**src/design/pwsf_pkg.sv**
```systemverilog
// shared constants, types and codes for the paged word store
// no dependencies; imported by every other file of the block except pwsf_ram
package pwsf_pkg;

  localparam int PAGE_WORDS  = 128;
  localparam int FRAMES      = 4;
  localparam int TOTAL_WORDS = 4096;
  localparam int WORD_WIDTH  = 32;

  localparam int IDX_W      = 13;
  localparam int DATA_W     = 32;
  localparam int OFF_W      = $clog2(PAGE_WORDS);
  localparam int FRAME_W    = $clog2(FRAMES);
  localparam int WADDR_W    = $clog2(TOTAL_WORDS);
  localparam int PAGE_W     = WADDR_W - OFF_W;
  localparam int FMEM_AW    = FRAME_W + OFF_W;
  localparam int CNT_W      = OFF_W + 1;
  localparam int MAP_WORD_W = 32;
  localparam int MAP_BIT_W  = $clog2(MAP_WORD_W);
  localparam int MAP_ROWS   = TOTAL_WORDS / MAP_WORD_W;
  localparam int MAP_ROW_W  = $clog2(MAP_ROWS);

  localparam logic [IDX_W-1:0] LIMIT_RESET = IDX_W'(TOTAL_WORDS);

  typedef logic [IDX_W-1:0]         idx_t;
  typedef logic signed [DATA_W-1:0] data_t;
  typedef logic [WORD_WIDTH-1:0]    word_t;
  typedef logic [PAGE_W-1:0]        page_t;
  typedef logic [OFF_W-1:0]         off_t;
  typedef logic [FRAME_W-1:0]       frame_t;
  typedef logic [CNT_W-1:0]         cnt_t;
  typedef logic [MAP_ROW_W-1:0]     map_row_t;
  typedef logic [MAP_WORD_W-1:0]    map_word_t;

  typedef enum logic [1:0] {
    STAT_OK         = 2'd0,
    STAT_UNWRITTEN  = 2'd1,
    STAT_RANGE      = 2'd2
  } status_t;

  typedef enum logic [2:0] {
    ST_IDLE,
    ST_CHECK,
    ST_WB,
    ST_LOAD,
    ST_ISSUE,
    ST_ACCESS,
    ST_RESP
  } ctrl_state_t;

  typedef struct packed {
    logic      rd_en;
    logic      wr_en;
    map_row_t  row;
    map_word_t wr_data;
  } map_cmd_t;

endpackage

```
**src/design/pwsf_wmap.sv**
```systemverilog
// written-bit map, one bit per word packed into rows, with a clearing pass after reset
// depends on pwsf_pkg
module pwsf_wmap import pwsf_pkg::*; (
  input  logic      clk,
  input  logic      rst,
  input  map_cmd_t  cmd,
  output map_word_t rd_data,
  output logic      busy
);

  map_word_t mem [MAP_ROWS];
  map_row_t  clr_row;

  always_ff @(posedge clk) begin
    if (rst) begin
      busy    <= 1'b1;
      clr_row <= '0;
    end else if (busy) begin
      clr_row <= clr_row + 1'b1;
      if (clr_row == map_row_t'(MAP_ROWS - 1)) begin
        busy <= 1'b0;
      end
    end
  end

  always_ff @(posedge clk) begin
    if (busy) begin
      mem[clr_row] <= '0;
    end else if (cmd.wr_en) begin
      mem[cmd.row] <= cmd.wr_data;
    end
    if (cmd.rd_en) begin
      rd_data <= mem[cmd.row];
    end
  end

endmodule

```
**config.mk**
```make
export PLATFORM = sky130hd
export DESIGN_NAME = pwsf_wmap
export DESIGN_NICKNAME = d
export VERILOG_FILES = /design/src/design/pwsf_pkg.sv /design/src/design/pwsf_wmap.sv
export SDC_FILE = /design/constraint.sdc
export NUM_CORES = 2
export LEC_CHECK = 0
export BUFFER_PORTS_ARGS = -buffer_cell sky130_fd_sc_hd__buf_2
export CORE_UTILIZATION = 30
export CTS_CLUSTER_SIZE = 8
export DETAILED_ROUTE_END_ITERATION = 12
export PLACE_DENSITY = 0.55
export SETUP_SLACK_MARGIN = 0.2
export SLEW_MARGIN = 15
export SYNTH_ARGS = -nofsm -noshare
export SYNTH_HDL_FRONTEND = slang
export SYNTH_SLANG_ARGS = --single-unit
export TNS_END_PERCENT = 50
```
**constraint.sdc**
```tcl
create_clock -name clk -period 4.4 [get_ports clk]
set_clock_uncertainty 0.2 [all_clocks]
set_input_delay 0.66 -clock clk [delete_from_list [all_inputs] [get_ports clk]]
set_output_delay 0.66 -clock clk [all_outputs]
set_load 0.1 [all_outputs]
```
==> results.md <==
* Status: complete, no violations
* Clock root cell: clkbuf_16
* Setup TNS at 0 ns
* Final period utilization at 79.1%
* Routed vias at 73681
* Post-synthesis sequential area ratio at 78.9%
* Post-route ant nets at 0
* Cells after Synth at 6088
* Top cells by area, synth: edfxtp_1, mux4_2, clkbuf_1
* Hold Path End: mem[125][24]$_DFFE_PP_
* Flop-to-flop setup slack at 0.92 ns
* DRC viols at 0
* Req. time, crit path at 4.90 ns
* Max-cap violations at 0
* Routability cong. at 0.798
* Routed wl met2 at 216000 um
* Post-CTS setup buffers at 0
* Final Setup Violations at 0
* Worst reg-to-reg path cell count at 5
* Syn-to-layout area delta at 19.9%
* PwrDens at 459 nW/um^2
* CTS max path bufs at 4
* Chip width at 726 um
* HP Class: primary input to flip-flop
* CTS clk-pin slew, worst paths at 0.05 ns
* Final Slew Violations at 0
* R2R Path End: mem[3][16]$_DFFE_PP_
* Critical path arrival at 3.98 ns
* Syn nets at 6132
* Clk sink count at 4136
* H-Tree Level Count at 6
* WL/cell at 32.3 um
* Critical Path Start: busy$_SDFF_PP1_
* Post-synth EDFFs at 4128
* Total gr overflow at 0
* Die area at 527000 um^2
* Final non-filler cell total at 13996
* Syn avg cell area at 25.8 um^2
* RSZ-0062 raised after global routing: no
* Rel. slew slack at 33.6%
* Fin nets at 6929
* RR Startpoint: busy$_SDFF_PP1_
* DR WL met3 at 39600 um
* Synth top area share at 78.8%
* Post-Route M1 WL at 185000 um
* Mapped Area at 157000 um^2
* Leading cell type in the layout, fill and taps excluded: edfxtp_1
* Cell Rows at 265
* Initial antenna violation count at 80
* First-pass GRT wire length at 622000 um
* GRT Total Usage at 16.8%
* CTS tree: built
* Placed insts at 13232
* Num CTS Buffers at 588
* Pin count of the biggest net entering global routing at 129
* CP startpoint kind: flip-flop
* DP Area at 173000 um^2
* Minimum clock period at 3.48 ns
* Distinct cells, synth at 27
* Top layer in use: met5
* Vias/cell at 5.26
* Number of fill cells in the layout at 46579
* Iteration-0 DRC Markers at 9764
* Clk_lat worst skew at 1.02 ns
* Worst slew pin tran at 0.996 ns
* Peak VDD IR at 0.440 mV
* Most frequent cells in the layout: edfxtp_1, mux4_2, clkbuf_16
* Core area at 522000 um^2
* Final WL at 452000 um
* Hold depth at 2
* Final Hold Fails at 0
* Most used DFF post-synth: edfxtp_1
* WS Path Type: flip-flop to flip-flop
* HP Start: cmd[24]
* Yosys Warn Count at 0
* Post-DP HPWL at 259000 um
* Largest area contributor in the netlist: edfxtp_1
* PortBufs at 75
* Drt first pass iters at 5
* Fraction of layout cells with a size suffix above 1 at 39.1%
* IO Pins at 76
* Cts repair resizes at 0
* Leak pwr at 63.1 nW
* Seq cells post-synth at 4136
* Hold_ws at 0.0689 ns
* Dpl ws at 0.0101 ns
* Fin area at 189000 um^2
* Crit. End Element: flip-flop
* Initial Util at 30.2%
* Setup slack after layout at 0.921 ns
* Async set-reset flop share out of synthesis at 0%
* Max Freq at 0.287 GHz
* Maximum fanout along the worst path at 15
* Vias in the first global route at 75665
* Die Y at 726 um
[report_power, final]
group	internal, W	switching [W]
logic	0.00154	0.00217
registers	0.0429	0.000141
clock network	0.0238	0.0160
total	0.0683	0.0183
[area by class of cell]
class                      count  area (um^2)  area share, %
clock inverter                53          801          0.425
multi-input combinational   1629        33000           17.5
tap                         6942         8690           4.61
antenna                      103          258          0.137
timing repair buffer         530         6930           3.67
clock buffer                 603        14900           7.88
sequential                  4136       124000           65.8
[cell families (layout without fill, tap and decap cells)]
| kind of cell | Yosys count | count (layout) | synth area share [%] |
|---|---|---|---|
| flip-flops | 4136 | 4136 | 78.9 |
| multiplexers | 1382 | 1382 | 19.5 |
| buffers and inverters | 323 | 1186 | 0.851 |
| AND/OR/NAND/NOR | 228 | 228 | 0.666 |
| AO/OA/AOI/OAI | 14 | 14 | 0.0493 |
| XOR/XNOR | 4 | 4 | 0.0223 |
| adder cells (fa/ha/maj) | 1 | 1 | 0.00795 |
| other | 0 | 103 | 0 |
[timing repair]
action	in CTS	in global routing
setup endpoints to repair	0	0
hold buffers	5	0
hold endpoints to repair	52	0
[stage by stage]
step	total power, W	utilization [%]
2_1_floorplan	0.0458	-
3_3_place_gp	0.0475	33.1
3_5_place_dp	0.0476	33.1
4_1_cts	0.0873	36.1
5_1_grt	0.0887	36.1
6_report	0.0866	36.2
[layer usage]
metal	global-route usage (%)	vias to the layer above
met2	26.9	3602
met1	23.3	41183
li1	-	28269
met3	3.50	603
met4	4.68	24
met5	0	-
[flip-flops by register name, summed over array words and instances, names as in the netlist]
register / cells
mem: 4096
clr_row: 7
busy: 1
rd_data: 32
[how the worst max path moves through the flow]
stage	end	slack (ns)	cells after the start
final	mem[3][16]$_DFFE_PP_	0.92	5
after global routing	mem[53][2]$_DFFE_PP_	0.88	6
after CTS	rd_data[9]	0.89	1
after detailed placement	rd_data[27]$_DFFE_PP_	0.01	8
after global placement	rd_data[27]$_DFFE_PP_	0.0005	8
after floorplan	mem[32][0]$_DFFE_PP_	-0.10	8
[synthesized netlist by cell type, drive strengths merged (2+ instances only)]
library cell     n
dfxtp            8
nor2           133
xor2             3
and2            32
o21ai            9
mux2i            5
nand2b           7
o31ai            3
nand4bb          5
or3              2
mux2            33
mux4          1344
buf            127
a21oi            2
or4b             3
nand4            3
nand2           29
edfxtp        4128
nand3           11
clkbuf         196
[critical path, cell delays in order (launching register included)]
cell	delay (ns)
dfxtp_1	0.60
nor2b_4	0.19
o21ai_0	0.52
nand3_2	0.60
nor2_4	0.73
buf_12	0.24
Power figures use the tool's default switching activity.
