--- config.mk ---
export PLATFORM = sky130hd
export DESIGN_NAME = pwsf_ctrl
export DESIGN_NICKNAME = d
export VERILOG_FILES = /design/src/design/pwsf_pkg.sv /design/src/design/pwsf_ctrl.sv
export SDC_FILE = /design/constraint.sdc
export NUM_CORES = 1
export LEC_CHECK = 0
export BUFFER_PORTS_ARGS = -buffer_cell sky130_fd_sc_hd__buf_2
export CORE_ASPECT_RATIO = 0.8
export CORE_MARGIN = 2
export CORE_UTILIZATION = 52
export DETAILED_ROUTE_END_ITERATION = 10
export GPL_TIMING_DRIVEN = 0
export PLACE_DENSITY = 0.83
export SYNTH_ARGS = -nofsm -noshare
export SYNTH_HDL_FRONTEND = slang
export SYNTH_SLANG_ARGS = --single-unit
--- constraint.sdc ---
create_clock -name clk -period 8.2 [get_ports clk]
set_input_delay 1.23 -clock clk [delete_from_list [all_inputs] [get_ports clk]]
set_output_delay 1.23 -clock clk [all_outputs]
set_load 0.05 [all_outputs]
--- src/design/pwsf_pkg.sv ---
// shared constants, types and codes for the paged word store
// no dependencies; imported by every other file of the block except pwsf_ram
package pwsf_pkg;

  localparam int PAGE_WORDS  = 128;
  localparam int FRAMES      = 4;
  localparam int TOTAL_WORDS = 4096;
  localparam int WORD_WIDTH  = 32;

  localparam int IDX_W      = 13;
  localparam int DATA_W     = 32;
  localparam int OFF_W      = $clog2(PAGE_WORDS);
  localparam int FRAME_W    = $clog2(FRAMES);
  localparam int WADDR_W    = $clog2(TOTAL_WORDS);
  localparam int PAGE_W     = WADDR_W - OFF_W;
  localparam int FMEM_AW    = FRAME_W + OFF_W;
  localparam int CNT_W      = OFF_W + 1;
  localparam int MAP_WORD_W = 32;
  localparam int MAP_BIT_W  = $clog2(MAP_WORD_W);
  localparam int MAP_ROWS   = TOTAL_WORDS / MAP_WORD_W;
  localparam int MAP_ROW_W  = $clog2(MAP_ROWS);

  localparam logic [IDX_W-1:0] LIMIT_RESET = IDX_W'(TOTAL_WORDS);

  typedef logic [IDX_W-1:0]         idx_t;
  typedef logic signed [DATA_W-1:0] data_t;
  typedef logic [WORD_WIDTH-1:0]    word_t;
  typedef logic [PAGE_W-1:0]        page_t;
  typedef logic [OFF_W-1:0]         off_t;
  typedef logic [FRAME_W-1:0]       frame_t;
  typedef logic [CNT_W-1:0]         cnt_t;
  typedef logic [MAP_ROW_W-1:0]     map_row_t;
  typedef logic [MAP_WORD_W-1:0]    map_word_t;

  typedef enum logic [1:0] {
    STAT_OK         = 2'd0,
    STAT_UNWRITTEN  = 2'd1,
    STAT_RANGE      = 2'd2
  } status_t;

  typedef enum logic [2:0] {
    ST_IDLE,
    ST_CHECK,
    ST_WB,
    ST_LOAD,
    ST_ISSUE,
    ST_ACCESS,
    ST_RESP
  } ctrl_state_t;

  typedef struct packed {
    logic      rd_en;
    logic      wr_en;
    map_row_t  row;
    map_word_t wr_data;
  } map_cmd_t;

endpackage

--- src/design/pwsf_ctrl.sv ---
// access sequencer: range and written checks, frame table, page copy sweeps, result register
// depends on pwsf_pkg; drives the frame ram, the backing ram and the written map
module pwsf_ctrl import pwsf_pkg::*; (
  input  logic               clk,
  input  logic               rst,
  input  logic               in_valid,
  output logic               in_ready,
  input  logic               in_action,
  input  idx_t               in_index,
  input  data_t              in_data,
  input  idx_t               limit,
  input  logic               map_busy,
  output map_cmd_t           map_cmd,
  input  map_word_t          map_rd_data,
  output logic               fm_we,
  output logic [FMEM_AW-1:0] fm_waddr,
  output word_t              fm_wdata,
  output logic [FMEM_AW-1:0] fm_raddr,
  input  word_t              fm_rdata,
  output logic               bk_we,
  output logic [WADDR_W-1:0] bk_waddr,
  output word_t              bk_wdata,
  output logic [WADDR_W-1:0] bk_raddr,
  input  word_t              bk_rdata,
  output logic               out_valid,
  input  logic               out_ready,
  output status_t            out_status,
  output data_t              out_rdata,
  output logic               out_fault,
  output logic               out_wb
);

  ctrl_state_t state, state_next;

  // latched request
  logic  act_wr;
  idx_t  idx;
  word_t wdata;

  // frame table
  page_t frame_page [FRAMES];
  logic  frame_dirty [FRAMES];
  frame_t ptr;

  frame_t fr;
  cnt_t   cnt;
  logic   wb_pend, ld_pend;
  off_t   pend_off;

  status_t res_status;
  data_t   res_rdata;
  logic    res_fault, res_wb;

  logic   accept, sweep_end, out_load;
  logic   chk_oor, chk_unwr, hit;
  frame_t hit_f;
  page_t  page;
  off_t   off;

  assign page = idx[WADDR_W-1:OFF_W];
  assign off  = idx[OFF_W-1:0];

  assign in_ready  = (state == ST_IDLE) && !map_busy;
  assign accept    = in_valid && in_ready;
  assign sweep_end = (cnt == cnt_t'(PAGE_WORDS));
  assign out_load  = (state == ST_RESP) && (!out_valid || out_ready);

  assign chk_oor  = (idx >= limit);
  assign chk_unwr = !act_wr && !map_rd_data[idx[MAP_BIT_W-1:0]];

  always_comb begin
    hit   = 1'b0;
    hit_f = '0;
    for (int f = FRAMES - 1; f >= 0; f--) begin
      if (frame_page[f] == page) begin
        hit   = 1'b1;
        hit_f = frame_t'(f);
      end
    end
  end

  always_ff @(posedge clk) begin
    if (rst) begin
      state <= ST_IDLE;
    end else begin
      state <= state_next;
    end
  end

  always_comb begin
    state_next = state;
    map_cmd.rd_en   = 1'b0;
    map_cmd.wr_en   = 1'b0;
    map_cmd.row     = idx[WADDR_W-1:MAP_BIT_W];
    map_cmd.wr_data = map_rd_data | (map_word_t'(1) << idx[MAP_BIT_W-1:0]);
    fm_we    = ld_pend;
    fm_waddr = {fr, pend_off};
    fm_wdata = bk_rdata;
    fm_raddr = {fr, off};
    bk_we    = wb_pend;
    bk_waddr = {frame_page[fr], pend_off};
    bk_wdata = fm_rdata;
    bk_raddr = {page, cnt[OFF_W-1:0]};
    unique case (state)
      ST_IDLE: begin
        map_cmd.rd_en = accept;
        map_cmd.row   = in_index[WADDR_W-1:MAP_BIT_W];
        if (accept) begin
          state_next = ST_CHECK;
        end
      end
      ST_CHECK: begin
        fm_raddr = {hit_f, off};
        if (chk_oor || chk_unwr) begin
          state_next = ST_RESP;
        end else if (hit) begin
          state_next = ST_ACCESS;
        end else if (frame_dirty[ptr]) begin
          state_next = ST_WB;
        end else begin
          state_next = ST_LOAD;
        end
      end
      ST_WB: begin
        fm_raddr = {fr, cnt[OFF_W-1:0]};
        if (sweep_end) begin
          state_next = ST_LOAD;
        end
      end
      ST_LOAD: begin
        if (sweep_end) begin
          state_next = ST_ISSUE;
        end
      end
      ST_ISSUE: begin
        state_next = ST_ACCESS;
      end
      ST_ACCESS: begin
        if (act_wr) begin
          fm_we         = 1'b1;
          fm_waddr      = {fr, off};
          fm_wdata      = wdata;
          map_cmd.wr_en = 1'b1;
        end
        state_next = ST_RESP;
      end
      ST_RESP: begin
        if (out_load) begin
          state_next = ST_IDLE;
        end
      end
      default: begin
        state_next = ST_IDLE;
      end
    endcase
  end

  // frame table and sweep control
  always_ff @(posedge clk) begin
    if (rst) begin
      for (int f = 0; f < FRAMES; f++) begin
        frame_page[f]  <= page_t'(f);
        frame_dirty[f] <= 1'b0;
      end
      ptr       <= '0;
      wb_pend   <= 1'b0;
      ld_pend   <= 1'b0;
      out_valid <= 1'b0;
    end else begin
      wb_pend <= (state == ST_WB) && !sweep_end;
      ld_pend <= (state == ST_LOAD) && !sweep_end;
      if (state == ST_LOAD && sweep_end) begin
        frame_page[fr]  <= page;
        frame_dirty[fr] <= 1'b0;
        ptr <= (ptr == frame_t'(FRAMES - 1)) ? '0 : ptr + 1'b1;
      end
      if (state == ST_ACCESS && act_wr) begin
        frame_dirty[fr] <= 1'b1;
      end
      if (out_load) begin
        out_valid <= 1'b1;
      end else if (out_ready) begin
        out_valid <= 1'b0;
      end
    end
  end

  // payload registers
  always_ff @(posedge clk) begin
    pend_off <= cnt[OFF_W-1:0];
    if (state == ST_WB || state == ST_LOAD) begin
      cnt <= sweep_end ? '0 : cnt + 1'b1;
    end
    if (accept) begin
      act_wr <= in_action;
      idx    <= in_index;
      wdata  <= word_t'(in_data);
    end
    if (state == ST_CHECK) begin
      cnt       <= '0;
      res_rdata <= '0;
      if (chk_oor) begin
        res_status <= STAT_RANGE;
        res_fault  <= 1'b0;
        res_wb     <= 1'b0;
      end else if (chk_unwr) begin
        res_status <= STAT_UNWRITTEN;
        res_fault  <= 1'b0;
        res_wb     <= 1'b0;
      end else if (hit) begin
        res_status <= STAT_OK;
        res_fault  <= 1'b0;
        res_wb     <= 1'b0;
        fr         <= hit_f;
      end else begin
        res_status <= STAT_OK;
        fr         <= ptr;
        res_fault  <= 1'b1;
        res_wb     <= frame_dirty[ptr];
      end
    end
    if (state == ST_ACCESS && !act_wr) begin
      res_rdata <= data_t'(fm_rdata[DATA_W-1:0]);
    end
    if (out_load) begin
      out_status <= res_status;
      out_rdata  <= res_rdata;
      out_fault  <= res_fault;
      out_wb     <= res_wb;
    end
  end

endmodule

==> results of run 1 <==
layout make-up:
| class | count | share of cell area [%] |
|---|---|---|
| Tap cell | 215 | 2.44 |
| Multi-Input combinational cell | 438 | 26.2 |
| Inverter | 20 | 0.681 |
| Timing Repair Buffer | 349 | 16.3 |
| Sequential cell | 171 | 44.2 |
| Clock inverter | 15 | 2.07 |
| Clock buffer | 17 | 3.86 |
| Buffer | 76 | 4.24 |
| Antenna cell | 1 | 0.0227 |
cells in the mapped netlist, types with 15 or more instances:
| master | n | area share [%] |
|---|---|---|
| o21bai_1 | 17 | 1.5 |
| inv_1 | 19 | 0.86 |
| and2_1 | 47 | 3.6 |
| a21o_1 | 17 | 1.5 |
| buf_4 | 44 | 4.0 |
| edfxtp_1 | 144 | 52 |
| dfxtp_1 | 27 | 6.5 |
| nor2_1 | 27 | 1.2 |
| ha_1 | 16 | 2.4 |
| nor3_1 | 15 | 0.91 |
| clkbuf_1 | 18 | 0.82 |
| nand2_1 | 132 | 6.0 |
critical path, cell delays in order (launching register included):
cell	delay, ns
dfxtp_1	0.39
nor2b_1	0.24
nand3_1	0.45
inv_1	0.31
buf_1	0.56
nand2_1	0.12
nand2_1	0.11
buf_2	0.27
per-stage QoR:
step	hold slack, ns	total power [uW]	instances	cell area [um^2]	util [%]
3_5_place_dp	0.405	1610	1269	10400	66.2
4_1_cts	0.416	2490	1301	11000	70.4
5_1_grt	0.420	2550	1301	11000	70.4
2_1_floorplan	0.391	1440	705	8270	-
6_report	0.418	2480	1302	11000	70.4
3_3_place_gp	0.400	1590	1266	10300	65.7
layer usage:
layer | share of wire (%) | up-vias | global-route usage, % | routed length [um]
met5 | 0 | - | 0 | 0
met1 | 40 | 3146 | 33.7 | 9420
li1 | - | 3185 | - | -
met2 | 51 | 329 | 47.6 | 11900
met3 | 6.7 | 39 | 4.50 | 1580
met4 | 2.3 | 0 | 9.77 | 531
cells by family (layout without fill, tap and decap cells):
group	after synthesis	count (layout)	share of synthesized area [%]
AOI/OAI and AO/OA	81	81	6.99
xor gates and xnor gates	27	27	2.86
adders and majority gates	16	16	2.42
buffers and inverters	96	477	6.55
DFF	171	171	58.8
muxes	37	37	6.22
other	0	1	0
and+or+nand+nor	277	277	16.2
report_power, final:
part	internal, uW	leakage (uW)	total, uW	switching [uW]
registers	998	0.00158	1030	36.2
clock network	522	0.000316	886	364
logic	168	0.00316	557	389
total	1690	0.00505	2480	790
path summary, 6_finish.rpt:
check / to / slack (ns) / cells after the start
worst max-delay path: fm_waddr[3] / 4.07 / 7
worst min-delay path: out_rdata[6] / 0.42 / 0
worst max register to register: frame_page[2][1] / 5.34 / 7
worst min register to register: out_rdata[6] / 0.42 / 0
cell usage in the layout (no fill, tap or decap), drive strengths merged, types with 17 or more instances in the layout:
| cell | synthesis | final |
|---|---|---|
| dfxtp | 27 | 27 |
| clkbuf | 18 | 35 |
| o21bai | 18 | 18 |
| nor2 | 27 | 27 |
| nand2 | 132 | 132 |
| edfxtp | 144 | 144 |
| and2 | 47 | 47 |
| inv | 20 | 26 |
| buf | 58 | 407 |
| a21o | 17 | 17 |
sequential cells by signal, summed over array words and instances (netlist names), 3 cells and up, named ones only:
| signal | flops |
|---|---|
| out_rdata | 32 |
| res_rdata | 32 |
| wdata | 32 |
| frame_page | 20 |
| idx | 13 |
| cnt | 8 |
| pend_off | 7 |
| frame_dirty | 4 |
| state | 3 |
==> qor.txt, run 1 <==
Worst Tran Pin Value: 1.28 ns
Sequential share of the synthesized area: 58.8%
Power density of the placed cells: 225 nW/um^2
Final setup fails: 0
Clock Skew: 0.0162 ns
Core Box Area: 15600 um^2
Starting DRT DRC Count: 411
HP Class: reg2reg
Setup crit start: state[0]
Gr ovfl total: 0
Ys flop type: edfxtp_1
Worst Hold Launch: res_rdata[6]
Largest net degree at the start of global routing: 34
Vias in the first global route: 6249
Initial Util: 52.9%
Worst VDD drop: 0.164 mV
Chip height: 117 um
Sequential Area: 4860 um^2
Syn Inst Count: 705
Routed via count: 6699
Avg Cell Area, Syn: 11.7 um^2
Multi-input logic area: 2890 um^2
Fillers: 1139
Total clock buffers created by CTS: 17
Critical R2R Launch: cnt[0]
Max-slew violations: 0
Status: finished, final reports clean
Max cap viols: 0
Clk sink count: 171
DR WL/cell: 18.0 um
Global placement routability congestion: 0.887
Die area: 16900 um^2
Setup bufs post-CTS: 0
Ys async rst share: 0%
Total wire length: 23.4 mm
CTS tree: done
Number of synthesis warnings: 0
Relative slew slack: 14.0%
Setup tns final: 0 ns
Die W: 145 um
NumNets Final: 1249
Fin crit period: 4.13 ns
Max Fclk: 0.242 GHz
RSZ-0062 raised after global routing: no
First-pass GRT wire length: 34.0 mm
Syn nets: 881
Antenna Nets Post-Route: 0
Root Buffer: clkbuf_16
Post-Syn Area: 8270 um^2
Io pins: 347
Skew-Pair Late Insertion Delay: 0.43 ns
EDFF count, synth: 144
Setup WS pre-CTS: 4.48 ns
Worst setup margin: 4.07 ns
FF+latch count, synth: 171
Crit share post-route: 50.4%
Gr usage total: 26.8%
Crit path launch type: flop
Row count: 41
Via-to-Cell Ratio: 5.15
CP Max Fanout: 10
Crit. End Element: primary output
Input/output buffers: 346
Hold Violations, Final: 0
Post-DP HPWL: 18.1 mm
CTS Hold Bufs: 0
Clk pin slew, worst setup/hold paths: 0.07 ns
Post-route DRC: 0
Synth unique cells: 59
Area grow syn2layout: 33.2%
Leak: 0.00505 uW
WS Path Type: reg2out
CTS H-tree depth: 4
CTS max path bufs: 2
Critical Path AT: 2.90 ns
Drt pass-1 iters: 5
Layout cells sized above 1: 43.1%
Critical Path RT: 6.97 ns
Post_cts resized: 0
Initial antenna violation count: 2
No activity file was read; power rests on OpenSTA's default activity.
==> run 2, diff against run 1 <==
--- a/config.mk
+++ b/config.mk
@@ -5,13 +5,14 @@
 export SDC_FILE = /design/constraint.sdc
 export NUM_CORES = 1
 export LEC_CHECK = 0
+export ABC_AREA = 1
 export BUFFER_PORTS_ARGS = -buffer_cell sky130_fd_sc_hd__buf_2
 export CORE_ASPECT_RATIO = 0.8
 export CORE_MARGIN = 2
-export CORE_UTILIZATION = 52
+export CORE_UTILIZATION = 44
 export DETAILED_ROUTE_END_ITERATION = 10
 export GPL_TIMING_DRIVEN = 0
-export PLACE_DENSITY = 0.83
+export PLACE_DENSITY = 0.74
 export SYNTH_ARGS = -nofsm -noshare
 export SYNTH_HDL_FRONTEND = slang
 export SYNTH_SLANG_ARGS = --single-unit
==> constraint.sdc (replaced) <==
create_clock -name clk -period 3.5 [get_ports clk]
set_input_delay 0.525 -clock clk [delete_from_list [all_inputs] [get_ports clk]]
set_output_delay 0.525 -clock clk [all_outputs]
set_load 0.05 [all_outputs]
==> run 2 against run 1 <==
  * Global-route usage down 3.7 points
  * Area after synthesis is 2.3% higher
  * Setup slack got worse by 3.6 ns
  * Utilization down 11 points
  * Sequential share of layout area is 0.61 points lower
  * Design area is 1.4% higher
  * Wire length is 2.6% higher
  * Clock skew fell by 0.0066 ns
  * Clock power increased by 110%
  * Critical path depth is 1 higher
  * Total power increased to 2.7 times the previous value
  * Synthesized cell count grew 30%
  * Largest power group unchanged
  * Highest routed layer unchanged
==> qor.txt, run 2 <==
Worst Tran Pin Value: 0.936 ns
Worst Hold Launch: in_data[27]
Post-Syn Area: 8460 um^2
Crit path launch type: flop
Setup tns final: 0 ns
Max Fclk: 0.335 GHz
Setup bufs post-CTS: 0
Final design utilization: 59.0%
Most frequent cells in the layout: 352 x buf_2, 231 x nand2_1, 144 x edfxtp_1
Critical R2R Launch: cnt[0]
Starting DRT DRC Count: 523
Critical Path AT: 2.46 ns
Routed via count: 7462
Most common cell after layout, fill and taps aside: buf_2
Max cap viols: 0
FF+latch count, synth: 171
Initial antenna violation count: 1
Worst setup margin: 0.511 ns
Syn nets: 1092
Worst VDD drop: 0.337 mV
Worst r2r dst: frame_page[3][4]
Layout cells sized above 1: 35.9%
Skew-Pair Late Insertion Delay: 0.42 ns
Post-DP HPWL: 18.8 mm
Total wire length: 24.0 mm
Leak: 0.00532 uW
Chip height: 128 um
Top post-synthesis cells by area: edfxtp_1 51%, nand2_1 10%, dfxtp_1 6.4%
Relative slew slack: 37.1%
Root Buffer: clkbuf_16
Post-route cell area: 11200 um^2
Vias in the first global route: 7027
Number of synthesis warnings: 0
HP Class: in2reg
Status: finished, final reports clean
Final setup fails: 0
Largest regs: out_rdata (32), res_rdata (32), wdata (32)
Clk pin slew, worst setup/hold paths: 0.07 ns
Input/output buffers: 345
Area grow syn2layout: 32.0%
Total clock buffers created by CTS: 17
Largest area contributor in the netlist: edfxtp_1
CTS Hold Bufs: 0
Synth unique cells: 41
NumNets Final: 1459
EDFF count, synth: 144
CTS H-tree depth: 4
Fin crit period: 2.99 ns
Power density of the placed cells: 594 nW/um^2
Commonest cells in the synthesized netlist: 232 x nand2_1, 144 x edfxtp_1, 102 x nor2_1
Sequential share of the synthesized area: 57.5%
Die W: 159 um
Post-route DRC: 0
Setup WS pre-CTS: 0.598 ns
Ys flop type: edfxtp_1
Yosys top cell area share: 51.1%
Initial Util: 44.7%
Destination of the worst hold path: wdata[27]
RSZ-0062 raised after global routing: no
Antenna Nets Post-Route: 0
Hold path cells: 1
Crit share post-route: 85.4%
Worst r2r path cells: 6
Avg Cell Area, Syn: 9.24 um^2
Largest net degree at the start of global routing: 33
Critical Path RT: 2.97 ns
CTS max path bufs: 2
Ys async rst share: 0%
Max-slew violations: 0
Fin Hold WS: 0.276 ns
CTS tree: done
Clk sink count: 171
WS Path Type: reg2out
Area after DPL: 10600 um^2
Crit. End Element: primary output
Global placement routability congestion: 0.929
Most frequent cell after synthesis: nand2_1
DR WL/cell: 15.4 um
Io pins: 347
Core Box Area: 18900 um^2
Drt pass-1 iters: 5
Hold Violations, Final: 0
First-pass GRT wire length: 36.4 mm
Row count: 45
Die area: 20400 um^2
CP Max Fanout: 10
Syn Inst Count: 916
Post_cts resized: 0
Gr usage total: 23.1%
Via-to-Cell Ratio: 4.80
Reg2Reg Setup Slack: 0.92 ns
Clock Skew: 0.00958 ns
Gr ovfl total: 0
## run 2: cell types whose count changed in the layout (fill, tap and decap cells not counted), sizes merged, moves of 16 or more
cell   before  now
and2       47    0
nand3      10   35
nand2     132  234
a21o       17    0
a21oi       8   24
o21ai      13   64
nor2       27  105
inv        26  117
## run 2: metrics by stage
| stage | power [uW] | instances |
|---|---|---|
| final | 6630 | 1554 |
| after global routing | 6930 | 1554 |
| after CTS | 6670 | 1553 |
| after detailed placement | 4810 | 1522 |
| after global placement | 4770 | 1519 |
| after floorplan | 4190 | 916 |
## run 2: power breakdown
part | leakage [uW] | switching [uW] | internal (uW) | total, uW
combinational | 0.00348 | 1640 | 530 | 2170
sequential | 0.00156 | 122 | 2490 | 2610
clock | 0.000277 | 800 | 1050 | 1850
## run 2: worst max path at each step
stage | start | end | slack [ns] | depth (start not counted)
4_1_cts | state[0] | fm_waddr[0] | 0.51 | 8
5_1_grt | state[0] | fm_wdata[8] | 0.26 | 10
6_report | state[0] | fm_waddr[0] | 0.51 | 8
3_5_place_dp | state[0] | res_rdata[20] | 0.60 | 6
2_1_floorplan | state[0] | state[0] | 0.40 | 9
3_3_place_gp | state[0] | state[0] | -0.70 | 9
## run 2: cell type report
cell class	count	area, um^2
fillers	1713	7750
multi-input cells	550	2690
repair buffers	348	1800
diodes	1	2.50
well taps	258	323
clock inverters	14	145
plain buffers	76	482
inverters	119	447
flip-flops and latches	171	4860
clock buffers	17	425
## run 2: logic make-up after synthesis
kind of cell,count (synthesis),synth area share (%)
AND/OR/NAND/NOR,398,19.5
XOR/XNOR,18,1.86
buffers and inverters,195,11.0
AO/OA/AOI/OAI,118,7.81
adder cells (fa/ha/maj),16,2.37
flip-flops,171,57.5
## run 2: layer usage
| layer | vias to the layer above | wire length [um] | track usage (%) | share of wire (%) |
|---|---|---|---|---|
| li1 | 3679 | - | - | - |
| met1 | 3482 | 10600 | 30.3 | 44 |
| met2 | 268 | 11600 | 39.2 | 48 |
| met3 | 33 | 1300 | 4.40 | 5.4 |
| met4 | 0 | 461 | 6.95 | 1.9 |
| met5 | - | 0 | 0 | 0 |
## run 2: worst max-delay path, cell delays in order (launching register included)
cell and delay, ns:
dfxtp_1 0.47, inv_2 0.06, nor2_1 0.13, inv_1 0.08, nor2_1 0.13, nand2_1 0.12
clkbuf_1 0.40, o21ai_0 0.35, buf_2 0.31
==> run 3, diff against run 2 <==
--- a/config.mk
+++ b/config.mk
@@ -9,10 +9,10 @@
 export BUFFER_PORTS_ARGS = -buffer_cell sky130_fd_sc_hd__buf_2
 export CORE_ASPECT_RATIO = 0.8
 export CORE_MARGIN = 2
-export CORE_UTILIZATION = 44
+export CORE_UTILIZATION = 53
 export DETAILED_ROUTE_END_ITERATION = 10
 export GPL_TIMING_DRIVEN = 0
-export PLACE_DENSITY = 0.74
+export PLACE_DENSITY = 0.84
 export SYNTH_ARGS = -nofsm -noshare
 export SYNTH_HDL_FRONTEND = slang
 export SYNTH_SLANG_ARGS = --single-unit
==> constraint.sdc (replaced) <==
create_clock -name clk -period 3.62 [get_ports clk]
set_input_delay 0.543 -clock clk [delete_from_list [all_inputs] [get_ports clk]]
set_output_delay 0.543 -clock clk [all_outputs]
set_load 0.05 [all_outputs]
==> run 3 against run 2 <==
  * Critical path depth grew 2
  * Global-route usage grew 4.6 points
  * Sequential power shrank 3%
  * Largest power group unchanged
  * Clock power shrank 3%
  * Critical endpoint is now fm_wdata[13]
==> qor.txt, run 3 (synthesis results as in run 2) <==
Worst Hold Launch: in_data[9]
Gr usage total: 27.7%
Largest net degree at the start of global routing: 33
Post-DP HPWL: 19.2 mm
Input/output buffers: 345
Worst setup margin: 0.566 ns
WS Path Type: reg2out
CP Cell Sequence: inv_2 -> nor2_1 -> inv_1 -> nor2_1 -> nand2_1 -> inv_2 -> clkbuf_1 -> nand2_1 -> nand2_1 -> buf_2
Clock Skew: 0.0102 ns
Hold Violations, Final: 0
Most frequent cells in the layout: 352 x buf_2, 231 x nand2_1, 144 x edfxtp_1
Crit path top cell by count: nand2_1
Final design utilization: 71.1%
Power density of the placed cells: 576 nW/um^2
Chip height: 117 um
Gr ovfl total: 0
Vias in the first global route: 7143
Post-route DRC: 0
Initial antenna violation count: 1
Fin crit period: 3.05 ns
RSZ-0062 raised after global routing: no
Power Total: 6430 uW
Setup tns final: 0 ns
Crit path launch type: flop
Io pins: 347
Critical path's largest stage delay: 0.48 ns
Clk pin slew, worst setup/hold paths: 0.07 ns
# placed instances: 1479
CTS H-tree depth: 4
Non-filler cells, final: 1512
Largest regs: out_rdata (32), res_rdata (32), wdata (32)
Crit share post-route: 84.4%
Layout cells sized above 1: 36.0%
Critical R2R Launch: state[0]
Leak: 0.00533 uW
Skew-Pair Late Insertion Delay: 0.43 ns
Max Fclk: 0.327 GHz
Starting DRT DRC Count: 658
NumNets Final: 1459
Drt pass-1 iters: 6
Buf/Inv on CP: 5
Reg2Reg Setup Slack: 1.06 ns
Crit. End Element: primary output
Total wire length: 24.2 mm
Worst Tran Pin Value: 0.824 ns
Die W: 145 um
CTS Hold Bufs: 0
Core Box Area: 15700 um^2
Critical Path RT: 3.08 ns
Setup crit start: state[0]
Critical-path top delay cell: dfxtp_1
Clk sink count: 171
Worst VDD drop: 0.450 mV
Global placement routability congestion: 0.970
First-pass GRT wire length: 36.2 mm
Max-slew violations: 0
HP Class: in2reg
Max cap viols: 0
Die area: 17000 um^2
Root Buffer: clkbuf_16
Most common cell after layout, fill and taps aside: buf_2
Via-to-Cell Ratio: 5.05
Area grow syn2layout: 31.9%
Initial Util: 53.9%
Critical Path AT: 2.51 ns
DR WL/cell: 16.0 um
Total clock buffers created by CTS: 17
Status: finished, final reports clean
Final setup fails: 0
Row count: 41
Post_cts resized: 0
Antenna Nets Post-Route: 0
Relative slew slack: 45.0%
CTS max path bufs: 2
Setup WS pre-CTS: 0.658 ns
CP delay by family, top: buffers and inverters
CTS tree: done
Setup bufs post-CTS: 0
Routed via count: 7635
CP Max Fanout: 10
-- run 3: cell count changes in the layout (fill, tap and decap cells not counted), sizes merged --
cell      delta
bufinv       -2
clkinv       +1
clkinvlp     -1
inv          +3
-- run 3: final timing paths --
| path | depth (start not counted) | end |
|---|---|---|
| worst min-delay path | 1 | wdata[9] |
| worst max register to register | 6 | res_rdata[5] |
| worst max-delay path | 10 | fm_wdata[13] |
| worst min register to register | 0 | out_rdata[17] |
-- run 3: worst register-to-register path: cells and delay by family (launching register included) --
kind	cells	cell delay (ns)
simple gates	3	1.27
flops	1	0.48
buf+inv	3	0.42
-- run 3: per-stage QoR --
stage                     area [um^2]  hold WS (ns)
after floorplan                  8460         0.364
after global placement          10500         0.401
after detailed placement        10600         0.405
after CTS                       11200         0.265
after global routing            11200         0.257
final                           11200         0.278
-- run 3: cell type report --
class                   count  area (um^2)
diodes                      1         2.50
inverters                 119          447
multi-input cells         550         2690
clock inverters            15          176
repair buffers            348         1810
flip-flops and latches    171         4860
clock buffers              17          425
plain buffers              76          482
well taps                 215          269
fillers                  1206         4540
-- run 3: layer usage --
layer / global-route usage [%] / vias to the layer above / part of all wire, %
met5: 0 / - / 0
met4: 11.3 / 0 / 2.9
met3: 6.12 / 59 / 7.0
met2: 48.1 / 361 / 50
met1: 34.4 / 3521 / 40
li1: - / 3694 / -
-- run 3: report_power, final --
group | switching, uW | internal (uW) | total, uW
clock | 869 | 932 | 1800
combinational | 1570 | 519 | 2090
sequential | 129 | 2400 | 2530
total | 2570 | 3860 | 6430
